`src/rtl/core/bmt_pkg.sv`:
```
// Shared codes, state encoding and command struct for the bidirectional map table.
package bmt_pkg;

  localparam int ACTION_W = 3;
  localparam int STATUS_W = 2;
  localparam int FIELD_W  = 32;

  // Action codes carried by in_action
  localparam logic [ACTION_W-1:0] ACT_INSERT       = 3'd0;
  localparam logic [ACTION_W-1:0] ACT_LOOKUP_KEY   = 3'd1;
  localparam logic [ACTION_W-1:0] ACT_LOOKUP_VALUE = 3'd2;
  localparam logic [ACTION_W-1:0] ACT_REMOVE_KEY   = 3'd3;
  localparam logic [ACTION_W-1:0] ACT_REMOVE_VALUE = 3'd4;

  // Result status codes
  localparam logic [STATUS_W-1:0] ST_OK   = 2'd0;
  localparam logic [STATUS_W-1:0] ST_MISS = 2'd1;
  localparam logic [STATUS_W-1:0] ST_DUP  = 2'd2;
  localparam logic [STATUS_W-1:0] ST_FULL = 2'd3;

  // Controller states, one-hot
  typedef enum logic [2:0] {
    S_IDLE  = 3'b001,
    S_MATCH = 3'b010,
    S_RESP  = 3'b100
  } state_t;

  // Commands from controller to datapath
  typedef struct packed {
    logic capture;
    logic match;
    logic resolve;
  } dp_cmd_t;

endpackage

```
`src/rtl/core/bidirectional_map_table.sv`:
```
// Top level of the bidirectional key/value map table.
//
// Usage:
//   Raise start with in_action, in_key and in_value; the command is taken at a
//   rising edge where start is high and busy is low. Actions: insert, lookup by
//   key, lookup by value, remove by key, remove by value.
//   Each command yields exactly one result transfer: out_strobe is high for one
//   cycle with out_status, out_key_out and out_value_out valid in that cycle.
//   The receiver has no way to stall; it must take the result when shown.
// Sequence:
//   Each command passes through capture, a parallel match over all entries,
//   and resolve with table update; out_strobe is registered on the resolve step.
//   busy stays high through the match and resolve states, so a new command is
//   taken only after the current one has been resolved.
// Reset:
//   rst_n is synchronous, active low; it empties the table (all valid bits
//   clear) and returns the controller to idle. No clearing pass is needed.
module bidirectional_map_table
  import bmt_pkg::*;
#(
  parameter int ENTRIES    = 16,
  parameter int KEY_BITS   = 32,
  parameter int VALUE_BITS = 32
)
(
  input  logic                clk,
  input  logic                rst_n,
  input  logic                start,
  output logic                busy,
  input  logic [ACTION_W-1:0] in_action,
  input  logic [FIELD_W-1:0]  in_key,
  input  logic [FIELD_W-1:0]  in_value,
  output logic                out_strobe,
  output logic [STATUS_W-1:0] out_status,
  output logic [FIELD_W-1:0]  out_key_out,
  output logic [FIELD_W-1:0]  out_value_out
);

  dp_cmd_t cmd;

  // Sequence each command
  bmt_ctrl u_ctrl (
    .clk        (clk),
    .rst_n      (rst_n),
    .start      (start),
    .busy       (busy),
    .cmd        (cmd),
    .out_strobe (out_strobe)
  );

  // Store pairs, match and produce results
  bmt_datapath #(
    .ENTRIES    (ENTRIES),
    .KEY_BITS   (KEY_BITS),
    .VALUE_BITS (VALUE_BITS)
  ) u_datapath (
    .clk           (clk),
    .rst_n         (rst_n),
    .cmd           (cmd),
    .in_action     (in_action),
    .in_key        (in_key),
    .in_value      (in_value),
    .out_status    (out_status),
    .out_key_out   (out_key_out),
    .out_value_out (out_value_out)
  );

endmodule

```
`src/rtl/core/bmt_ctrl.sv`:
```
// Controller state machine that sequences capture, match and resolve of one command.
module bmt_ctrl
  import bmt_pkg::*;
(
  input  logic    clk,
  input  logic    rst_n,
  input  logic    start,
  output logic    busy,
  output dp_cmd_t cmd,
  output logic    out_strobe
);

  state_t state_r;
  state_t state_nxt;
  logic   strobe_r;

  // Advance one step per cycle once a command is taken
  always_comb begin
    state_nxt = state_r;
    unique case (state_r)
      S_IDLE:  if (start) state_nxt = S_MATCH;
      S_MATCH: state_nxt = S_RESP;
      S_RESP:  state_nxt = S_IDLE;
      default: state_nxt = S_IDLE;
    endcase
  end

  always_ff @(posedge clk) begin
    if (!rst_n) begin
      state_r  <= S_IDLE;
      strobe_r <= 1'b0;
    end else begin
      state_r  <= state_nxt;
      strobe_r <= (state_r == S_RESP);
    end
  end

  // Drive datapath commands and handshake
  assign busy        = (state_r != S_IDLE);
  assign cmd.capture = (state_r == S_IDLE) && start;
  assign cmd.match   = (state_r == S_MATCH);
  assign cmd.resolve = (state_r == S_RESP);
  assign out_strobe  = strobe_r;

  // Every accepted command yields its result strobe
  a_result_follows: assert property (@(posedge clk) disable iff (!rst_n)
    (start && !busy) |-> ##3 out_strobe)
    else $error("result strobe missing after accepted command");

  // The result transfer only shows while the controller is idle again
  a_strobe_idle: assert property (@(posedge clk) disable iff (!rst_n)
    out_strobe |-> !busy)
    else $error("result strobe while busy");

  // No command is taken while one is in flight
  a_single_flight: assert property (@(posedge clk) disable iff (!rst_n)
    busy |-> !cmd.capture)
    else $error("capture while busy");

endmodule

```
`src/rtl/core/bmt_datapath.sv`:
```
// Datapath: entry storage, parallel key and value match, result and table update.
module bmt_datapath
  import bmt_pkg::*;
#(
  parameter int ENTRIES    = 16,
  parameter int KEY_BITS   = 32,
  parameter int VALUE_BITS = 32
)
(
  input  logic                clk,
  input  logic                rst_n,
  input  dp_cmd_t             cmd,
  input  logic [ACTION_W-1:0] in_action,
  input  logic [FIELD_W-1:0]  in_key,
  input  logic [FIELD_W-1:0]  in_value,
  output logic [STATUS_W-1:0] out_status,
  output logic [FIELD_W-1:0]  out_key_out,
  output logic [FIELD_W-1:0]  out_value_out
);

  localparam int IDX_W = $clog2(ENTRIES);

  // Operand widening / truncation to storage widths
  logic [KEY_BITS+FIELD_W-1:0]   in_key_wide;
  logic [VALUE_BITS+FIELD_W-1:0] in_value_wide;

  assign in_key_wide   = {{KEY_BITS{1'b0}}, in_key};
  assign in_value_wide = {{VALUE_BITS{1'b0}}, in_value};

  // Captured command
  logic [ACTION_W-1:0]   action_r;
  logic [KEY_BITS-1:0]   op_key_r;
  logic [VALUE_BITS-1:0] op_value_r;

  // Table storage
  logic [ENTRIES-1:0]    valid_r;
  logic [KEY_BITS-1:0]   key_store_r   [ENTRIES];
  logic [VALUE_BITS-1:0] value_store_r [ENTRIES];

  // Match results
  logic             key_hit_r,  key_hit_nxt;
  logic [IDX_W-1:0] key_idx_r,  key_idx_nxt;
  logic             val_hit_r,  val_hit_nxt;
  logic [IDX_W-1:0] val_idx_r,  val_idx_nxt;
  logic             free_hit_r, free_hit_nxt;
  logic [IDX_W-1:0] free_idx_r, free_idx_nxt;

  // Result registers
  logic [STATUS_W-1:0] status_r, status_nxt;
  logic [FIELD_W-1:0]  key_out_r, key_out_nxt;
  logic [FIELD_W-1:0]  value_out_r, value_out_nxt;

  logic                  use_value;
  logic [IDX_W-1:0]      sel_idx;
  logic [KEY_BITS-1:0]   rd_key;
  logic [VALUE_BITS-1:0] rd_value;
  logic [KEY_BITS-1:0]   res_key;
  logic [VALUE_BITS-1:0] res_value;
  logic [KEY_BITS+FIELD_W-1:0]   res_key_wide;
  logic [VALUE_BITS+FIELD_W-1:0] res_value_wide;
  logic                  write_en;
  logic                  clear_en;

  // Match every entry; keep the lowest index of each kind
  always_comb begin
    key_hit_nxt  = 1'b0;
    key_idx_nxt  = '0;
    val_hit_nxt  = 1'b0;
    val_idx_nxt  = '0;
    free_hit_nxt = 1'b0;
    free_idx_nxt = '0;
    for (int i = ENTRIES - 1; i >= 0; i--) begin
      if (valid_r[i] && (key_store_r[i] == op_key_r)) begin
        key_hit_nxt = 1'b1;
        key_idx_nxt = IDX_W'(i);
      end
      if (valid_r[i] && (value_store_r[i] == op_value_r)) begin
        val_hit_nxt = 1'b1;
        val_idx_nxt = IDX_W'(i);
      end
      if (!valid_r[i]) begin
        free_hit_nxt = 1'b1;
        free_idx_nxt = IDX_W'(i);
      end
    end
  end

  // Pick the entry whose pair is reported
  assign use_value = (action_r == ACT_LOOKUP_VALUE) || (action_r == ACT_REMOVE_VALUE) ||
                     ((action_r == ACT_INSERT) && !key_hit_r);
  assign sel_idx  = use_value ? val_idx_r : key_idx_r;
  assign rd_key   = key_store_r[sel_idx];
  assign rd_value = value_store_r[sel_idx];

  // Resolve the command from the registered match
  always_comb begin
    status_nxt = ST_MISS;
    res_key    = '0;
    res_value  = '0;
    write_en   = 1'b0;
    clear_en   = 1'b0;
    unique case (action_r)
      ACT_INSERT: begin
        priority if (key_hit_r || val_hit_r) begin
          status_nxt = ST_DUP;
          res_key    = rd_key;
          res_value  = rd_value;
        end else if (free_hit_r) begin
          status_nxt = ST_OK;
          res_key    = op_key_r;
          res_value  = op_value_r;
          write_en   = 1'b1;
        end else begin
          status_nxt = ST_FULL;
        end
      end
      ACT_LOOKUP_KEY, ACT_REMOVE_KEY: begin
        if (key_hit_r) begin
          status_nxt = ST_OK;
          res_key    = rd_key;
          res_value  = rd_value;
          clear_en   = (action_r == ACT_REMOVE_KEY);
        end
      end
      ACT_LOOKUP_VALUE, ACT_REMOVE_VALUE: begin
        if (val_hit_r) begin
          status_nxt = ST_OK;
          res_key    = rd_key;
          res_value  = rd_value;
          clear_en   = (action_r == ACT_REMOVE_VALUE);
        end
      end
      default: status_nxt = ST_MISS;
    endcase
  end

  // Fit the reported pair to the 32-bit result fields
  assign res_key_wide   = {{FIELD_W{1'b0}}, res_key};
  assign res_value_wide = {{FIELD_W{1'b0}}, res_value};
  assign key_out_nxt    = res_key_wide[FIELD_W-1:0];
  assign value_out_nxt  = res_value_wide[FIELD_W-1:0];

  // Hold operands, match results and result fields
  always_ff @(posedge clk) begin
    if (cmd.capture) begin
      action_r   <= in_action;
      op_key_r   <= in_key_wide[KEY_BITS-1:0];
      op_value_r <= in_value_wide[VALUE_BITS-1:0];
    end
    if (cmd.match) begin
      key_hit_r  <= key_hit_nxt;
      key_idx_r  <= key_idx_nxt;
      val_hit_r  <= val_hit_nxt;
      val_idx_r  <= val_idx_nxt;
      free_hit_r <= free_hit_nxt;
      free_idx_r <= free_idx_nxt;
    end
    if (cmd.resolve) begin
      status_r    <= status_nxt;
      key_out_r   <= key_out_nxt;
      value_out_r <= value_out_nxt;
      if (write_en) begin
        key_store_r[free_idx_r]   <= op_key_r;
        value_store_r[free_idx_r] <= op_value_r;
      end
    end
  end

  // Set on insert, drop on remove, clear all at reset
  always_ff @(posedge clk) begin
    if (!rst_n) begin
      valid_r <= '0;
    end else if (cmd.resolve) begin
      if (write_en) valid_r[free_idx_r] <= 1'b1;
      if (clear_en) valid_r[sel_idx]    <= 1'b0;
    end
  end

  assign out_status    = status_r;
  assign out_key_out   = key_out_r;
  assign out_value_out = value_out_r;

  // Occupancy moves by at most one entry per cycle
  a_occupancy_step: assert property (@(posedge clk) disable iff (!rst_n)
    $past(rst_n) |-> ($countones(valid_r) <= $past($countones(valid_r)) + 1) &&
                     ($countones(valid_r) + 1 >= $past($countones(valid_r))))
    else $error("occupancy changed by more than one entry");

  // A full status is only reported when every entry is in use
  a_full_means_full: assert property (@(posedge clk) disable iff (!rst_n)
    (cmd.resolve && (status_nxt == ST_FULL)) |-> (&valid_r))
    else $error("full status with a free entry");

  // A registered key hit still points at a live entry when resolved
  a_hit_live: assert property (@(posedge clk) disable iff (!rst_n)
    (cmd.resolve && key_hit_r) |-> valid_r[key_idx_r])
    else $error("key hit on an empty entry");

endmodule

```
`config.mk`:
```
export PLATFORM = sky130hd
export DESIGN_NAME = bidirectional_map_table
export DESIGN_NICKNAME = d
export VERILOG_FILES = /design/src/rtl/core/bmt_pkg.sv /design/src/rtl/core/bidirectional_map_table.sv /design/src/rtl/core/bmt_ctrl.sv /design/src/rtl/core/bmt_datapath.sv
export SDC_FILE = /design/constraint.sdc
export NUM_CORES = 2
export LEC_CHECK = 0
export BUFFER_PORTS_ARGS = -buffer_cell sky130_fd_sc_hd__buf_2
export CAP_MARGIN = 30
export CORE_ASPECT_RATIO = 1.75
export CORE_UTILIZATION = 45
export CTS_CLUSTER_SIZE = 28
export DETAILED_ROUTE_END_ITERATION = 10
export GPL_TIMING_DRIVEN = 0
export PLACE_DENSITY_LB_ADDON = 0.15
export SKIP_CTS_REPAIR_TIMING = 1
export SYNTH_ARGS = -nofsm -noshare
export SYNTH_HDL_FRONTEND = slang
export SYNTH_HIERARCHICAL = 1
export SYNTH_SLANG_ARGS = --single-unit
```
`constraint.sdc`:
```
create_clock -name clk -period 11.5 [get_ports clk]
set_input_delay 2.875 -clock clk [delete_from_list [all_inputs] [get_ports clk]]
set_output_delay 2.875 -clock clk [all_outputs]
set_load 0.01 [all_outputs]
```
==> summary.md, run 1 <==
| Metric | Value |
|---|---|
| Share of flip-flops with an asynchronous set or reset | 0% |
| Die Y | 478 um |
| Initial Util | between 40% and 50% |
| Yosys top cell by area | edfxtp_1 |
| Fail Step | global routing (5_1_grt) |
| Largest net degree at the start of global routing | 26 |
| Status | did not finish |
| Port buffer count | 137 |
| Syn Inst Count | 4976 |
| # rows | around 170 |
| Commonest cells in the synthesized netlist | edfxtp_1 (1172), nand2_1 (1123), xnor2_1 (830), nand3_1 (457), buf_2 (220) |
| I/O pin count | 138 |
| Count leader, synth | edfxtp_1 |
| Vias in the first global route | between 50000 and 60000 |
| Mapped cell area | 58300 sq um |
| Synth Flop Type | edfxtp_1 |
| TritonCTS Buffers | 113 |
| GPL Wtd Cong | 1.19 |
| Syn_nets | 5046 |
| #FFs+latches synth | 1192 |
| Clk sink count | 1192 |
| Die Wd | 274 um |
| Unique cell type count in the Yosys netlist | 58 |
| Remaining Overflow, GRT | 1216 |
| CTS Buffer Depth | 3 |
| Post-synthesis sequential area ratio | between 60% and 70% |
| GRT Util Overall | 69.9% |
| Mapped Avg Cell Area | 11.7 sq um |
| Largest cells by area after synthesis | edfxtp_1 (60%), xnor2_1 (12%), nand2_1 (7.2%), nand3_1 (3.9%), xor2_1 (2.9%) |
| First-pass GRT wire length | ~640 mm |
| Synth warn | 6 |
| H-Tree Level Count | 3 |
| Hpwl dp | slightly below 300 mm |
| CTS Root Cell | clkbuf_16 |
| Err | [ERROR GRT-0116] Global routing finished with congestion. Check the congestion regions in the DRC Viewer. |
| Post-synth EDFFs | 1172 |
| Area share of the largest cell type after synthesis | a little over 60% |
[layer usage]
metal / track usage (%) / GRT overflow
met5: 11.4 / 0
met4: 72.6 / 423
met3: 48.1 / 0
met2: 89.2 / 793
met1: 71.1 / 0
[cells by family after synthesis]
kind of cell | count (synthesis) | synth area share, %
XOR/XNOR | 1021 | 15.3
multiplexers | 1 | 0.0172
AO/OA/AOI/OAI | 342 | 4.33
AND/OR/NAND/NOR | 2062 | 16.2
buffers and inverters | 358 | 3.10
flip-flops | 1192 | 61.0
[stage by stage]
step | cell area [sq um] | std cells | utilization [%] | hold WS, ns | worst slack [ns]
after floorplan | 58300 | 4976 | - | 0.487 | 2.18
after global placement | 61100 | 6785 | 47.6 | 0.502 | -9.84
after detailed placement | 64100 | 6990 | 49.9 | 0.546 | 6.50
after CTS | 67800 | 7203 | 52.8 | 0.559 | 6.48
==> inputs of run 2 (changes only) <==
--- a/config.mk
+++ b/config.mk
@@ -7,9 +7,7 @@
 export LEC_CHECK = 0
 export BUFFER_PORTS_ARGS = -buffer_cell sky130_fd_sc_hd__buf_2
 export CAP_MARGIN = 30
-export CORE_ASPECT_RATIO = 1.75
-export CORE_UTILIZATION = 45
-export CTS_CLUSTER_SIZE = 28
+export CORE_UTILIZATION = 30
 export DETAILED_ROUTE_END_ITERATION = 10
 export GPL_TIMING_DRIVEN = 0
 export PLACE_DENSITY_LB_ADDON = 0.15
==> summary.md, run 2 <==
| Metric | Value |
|---|---|
| Status | finished, final reports clean |
| H-Tree Level Count | 4 |
| Reg2reg start | u_datapath/op_key_r[0] |
| Largest cells by area after synthesis | edfxtp_1 (60%), xnor2_1 (12%), nand2_1 (7.2%), nand3_1 (3.9%), xor2_1 (2.9%) |
| Gate power share | a little over an eighth |
| Final Worst Setup Slack | 6.40 ns |
| Most common cell after layout, fill and taps aside | edfxtp_1 |
| CTS Root Cell | clkbuf_16 |
| Net Switching | 3.22 mW |
| Syn_nets | around 5000 |
| Area share of the largest cell type after synthesis | 60.3% |
| Max Clock Freq | 196 MHz |
| Tightest Pin Transition | 1.16 ns |
| Critical path class | reg -> reg |
| CTS Buffer Depth | 3 |
| Hpwl dp | 263 mm |
| Remaining Overflow, GRT | 0 |
| I/O pin count | about 140 |
| Final Setup Violations | 0 |
| Worst setup SP type | flop |
| Synth Flop Type | edfxtp_1 |
| First-pass iteration count of the detailed router | 6 |
| MaxCap Viol Count | 0 |
| Crit Path Max Fanout | 17 |
| RSZ-0062 raised after global routing | false |
| Placed standard-cell area | 64300 sq um |
| Clock network power share | 43.0% |
| Internal Power | 7.94 mW |
| Most frequent cells in the layout | edfxtp_1 (1172), nand2_1 (1123), xnor2_1 (829) |
| Pre-CTS setup slack | 6.32 ns |
| Switching Share | 28.9% |
| Syn Inst Count | approximately 5000 |
| Die Wd | approximately 440 um |
| Full die area | 196000 sq um |
| Top Registers | u_datapath/key_store_r x512, u_datapath/value_store_r x512 |
| Post-synthesis sequential area ratio | 61.0% |
| Post-synth EDFFs | 1172 |
| Worst vdd ir | 0.157 mV |
| Reg power frac | about 44% |
| Area Growth Syn to Fin | 18.6% |
| Yosys top cell by area | edfxtp_1 |
| Tmin final | 5.10 ns |
| Wirelength, routed | 335 mm |
| Vias in the first global route | 42914 |
| Final Hold Vio Count | 0 |
| Post-route clock period utilization | 44.3% |
| Core area | 193000 sq um |
| Fin. max-slew vios | 0 |
| Clk sink count | around 1200 |
| Drt drc | 0 |
| Clock Latency Late Sink | 0.83 ns |
| Port buffer count | 137 |
| Unique cell type count in the Yosys netlist | 58 |
| First-pass GRT wire length | about 430 mm |
| Mapped Avg Cell Area | 11.7 sq um |
| Die Y | 443 um |
| Clk slew on worst S/H paths | about 0.05 ns |
| TritonCTS Buffers | 148 |
| Vias | about 46000 |
| Largest net degree at the start of global routing | 25 |
| Wire length per cell | 41.6 um |
| Count leader, synth | edfxtp_1 |
| Initial Util | 30.3% |
| Synth warn | 6 |
| Worst setup path startpoint | u_datapath/op_key_r[0] |
| Final net count | 5471 |
| Initial DRC count | between 7000 and 8000 |
| CTS tree | built |
| Final instance area | 69200 sq um |
| Routed Antenna Nets | 0 |
| Mapped cell area | 58300 sq um |
| GRT Util Overall | 33.3% |
| Clock skew | roughly 0.036 ns |
| Worst EP required | between 10 and 15 ns |
| GPL Wtd Cong | 1.07 |
| Power per Cell Area | 161 nW/um^2 |
| # rows | 161 |
| Layout cell share with drive strength beyond 1 | 14.5% |
| Worst Hold Launch | u_ctrl/state_r[2] |
| #FFs+latches synth | 1192 |
| Worst slew margin | 21.9% |
| Share of flip-flops with an asynchronous set or reset | 0% |
| Worst EP arrival | 5.73 ns |
| Vias/cell | approximately 5.7 |
| Worst Setup End Kind | flop |
| Commonest cells in the synthesized netlist | edfxtp_1 (1172), nand2_1 (1123), xnor2_1 (830), nand3_1 (457), buf_2 (220) |
| Initial antenna violation count | 28 |
| Hold Path Class | reg -> reg |
| Leakage Power | approximately 23 nW |
==> run 2: cell counts after synthesis <==
No cell type changed its count.
==> run 2: through the flow <==
| stage | cells | util, % | TNS, ns | hold slack [ns] | total power, mW |
|---|---|---|---|---|---|
| CTS | 8041 | 35.8 | 0 | 0.563 | 11.2 |
| global route | 8052 | 35.9 | 0 | 0.602 | 11.4 |
| finish | 8064 | 35.9 | 0 | 0.563 | 11.2 |
| detailed placement | 7774 | 33.3 | 0 | 0.554 | 6.40 |
| global placement | 7639 | 32.2 | -5877.75 | 0.529 | 6.38 |
| floorplan | 4976 | - | 0 | 0.487 | 5.60 |
==> run 2: kinds of logic after synthesis <==
logic type,synth area share [%]
mux,0.0172
buf+inv,3.10
flops,61.0
compound gates,4.33
simple gates,16.2
xor+xnor,15.3
==> run 2: worst max-delay path: stages, from the launching register on <==
cell and delay (ns):
edfxtp_1 0.67, buf_2 0.34, buf_2 0.27, xnor2_1 0.79, nand4_1 0.50, nor4_1 0.94, nand3_1 0.50, nand2_1 0.29
a31oi_1 0.07, o211ai_1 0.18, nand3_1 0.11, a31oi_1 0.25
==> run 2: area by class of cell <==
type                    instances  area [sq um]
diodes                         20          50.0
flip-flops and latches       1192         35600
well taps                    2526          3160
inverters                      14          52.6
plain buffers                 344          1760
clock inverters                80           848
clock buffers                 187          3960
repair buffers                275          2670
fillers                     19023        124000
multi-input cells            3426         21100
==> run 2: final timing paths <==
kind | slack (ns) | cells after the start | end
max | 6.40 | 11 | u_datapath/key_idx_r[1]
min reg2reg | 0.56 | 1 | u_ctrl/state_r[1]
max reg2reg | 6.40 | 11 | u_datapath/key_idx_r[1]
min | 0.56 | 1 | u_ctrl/state_r[1]
==> run 2: power by group through the flow <==
| stage | registers [mW] | clock network (mW) | logic, mW |
|---|---|---|---|
| finish | 4.90 | 4.80 | 1.46 |
| global route | 4.91 | 5.00 | 1.45 |
| CTS | 4.90 | 4.85 | 1.41 |
| detailed placement | 4.99 | 0 | 1.40 |
| global placement | 5.00 | 0 | 1.38 |
| floorplan | 4.95 | 0 | 0.651 |
==> run 2: metal layers <==
layer | GRT usage [%] | wire length [um]
met5 | 0 | 64
met3 | 5.79 | 27700
met2 | 51.1 | 148000
met4 | 24.2 | 28500
met1 | 42.3 | 131000
No activity file was read; power rests on OpenSTA's default activity.
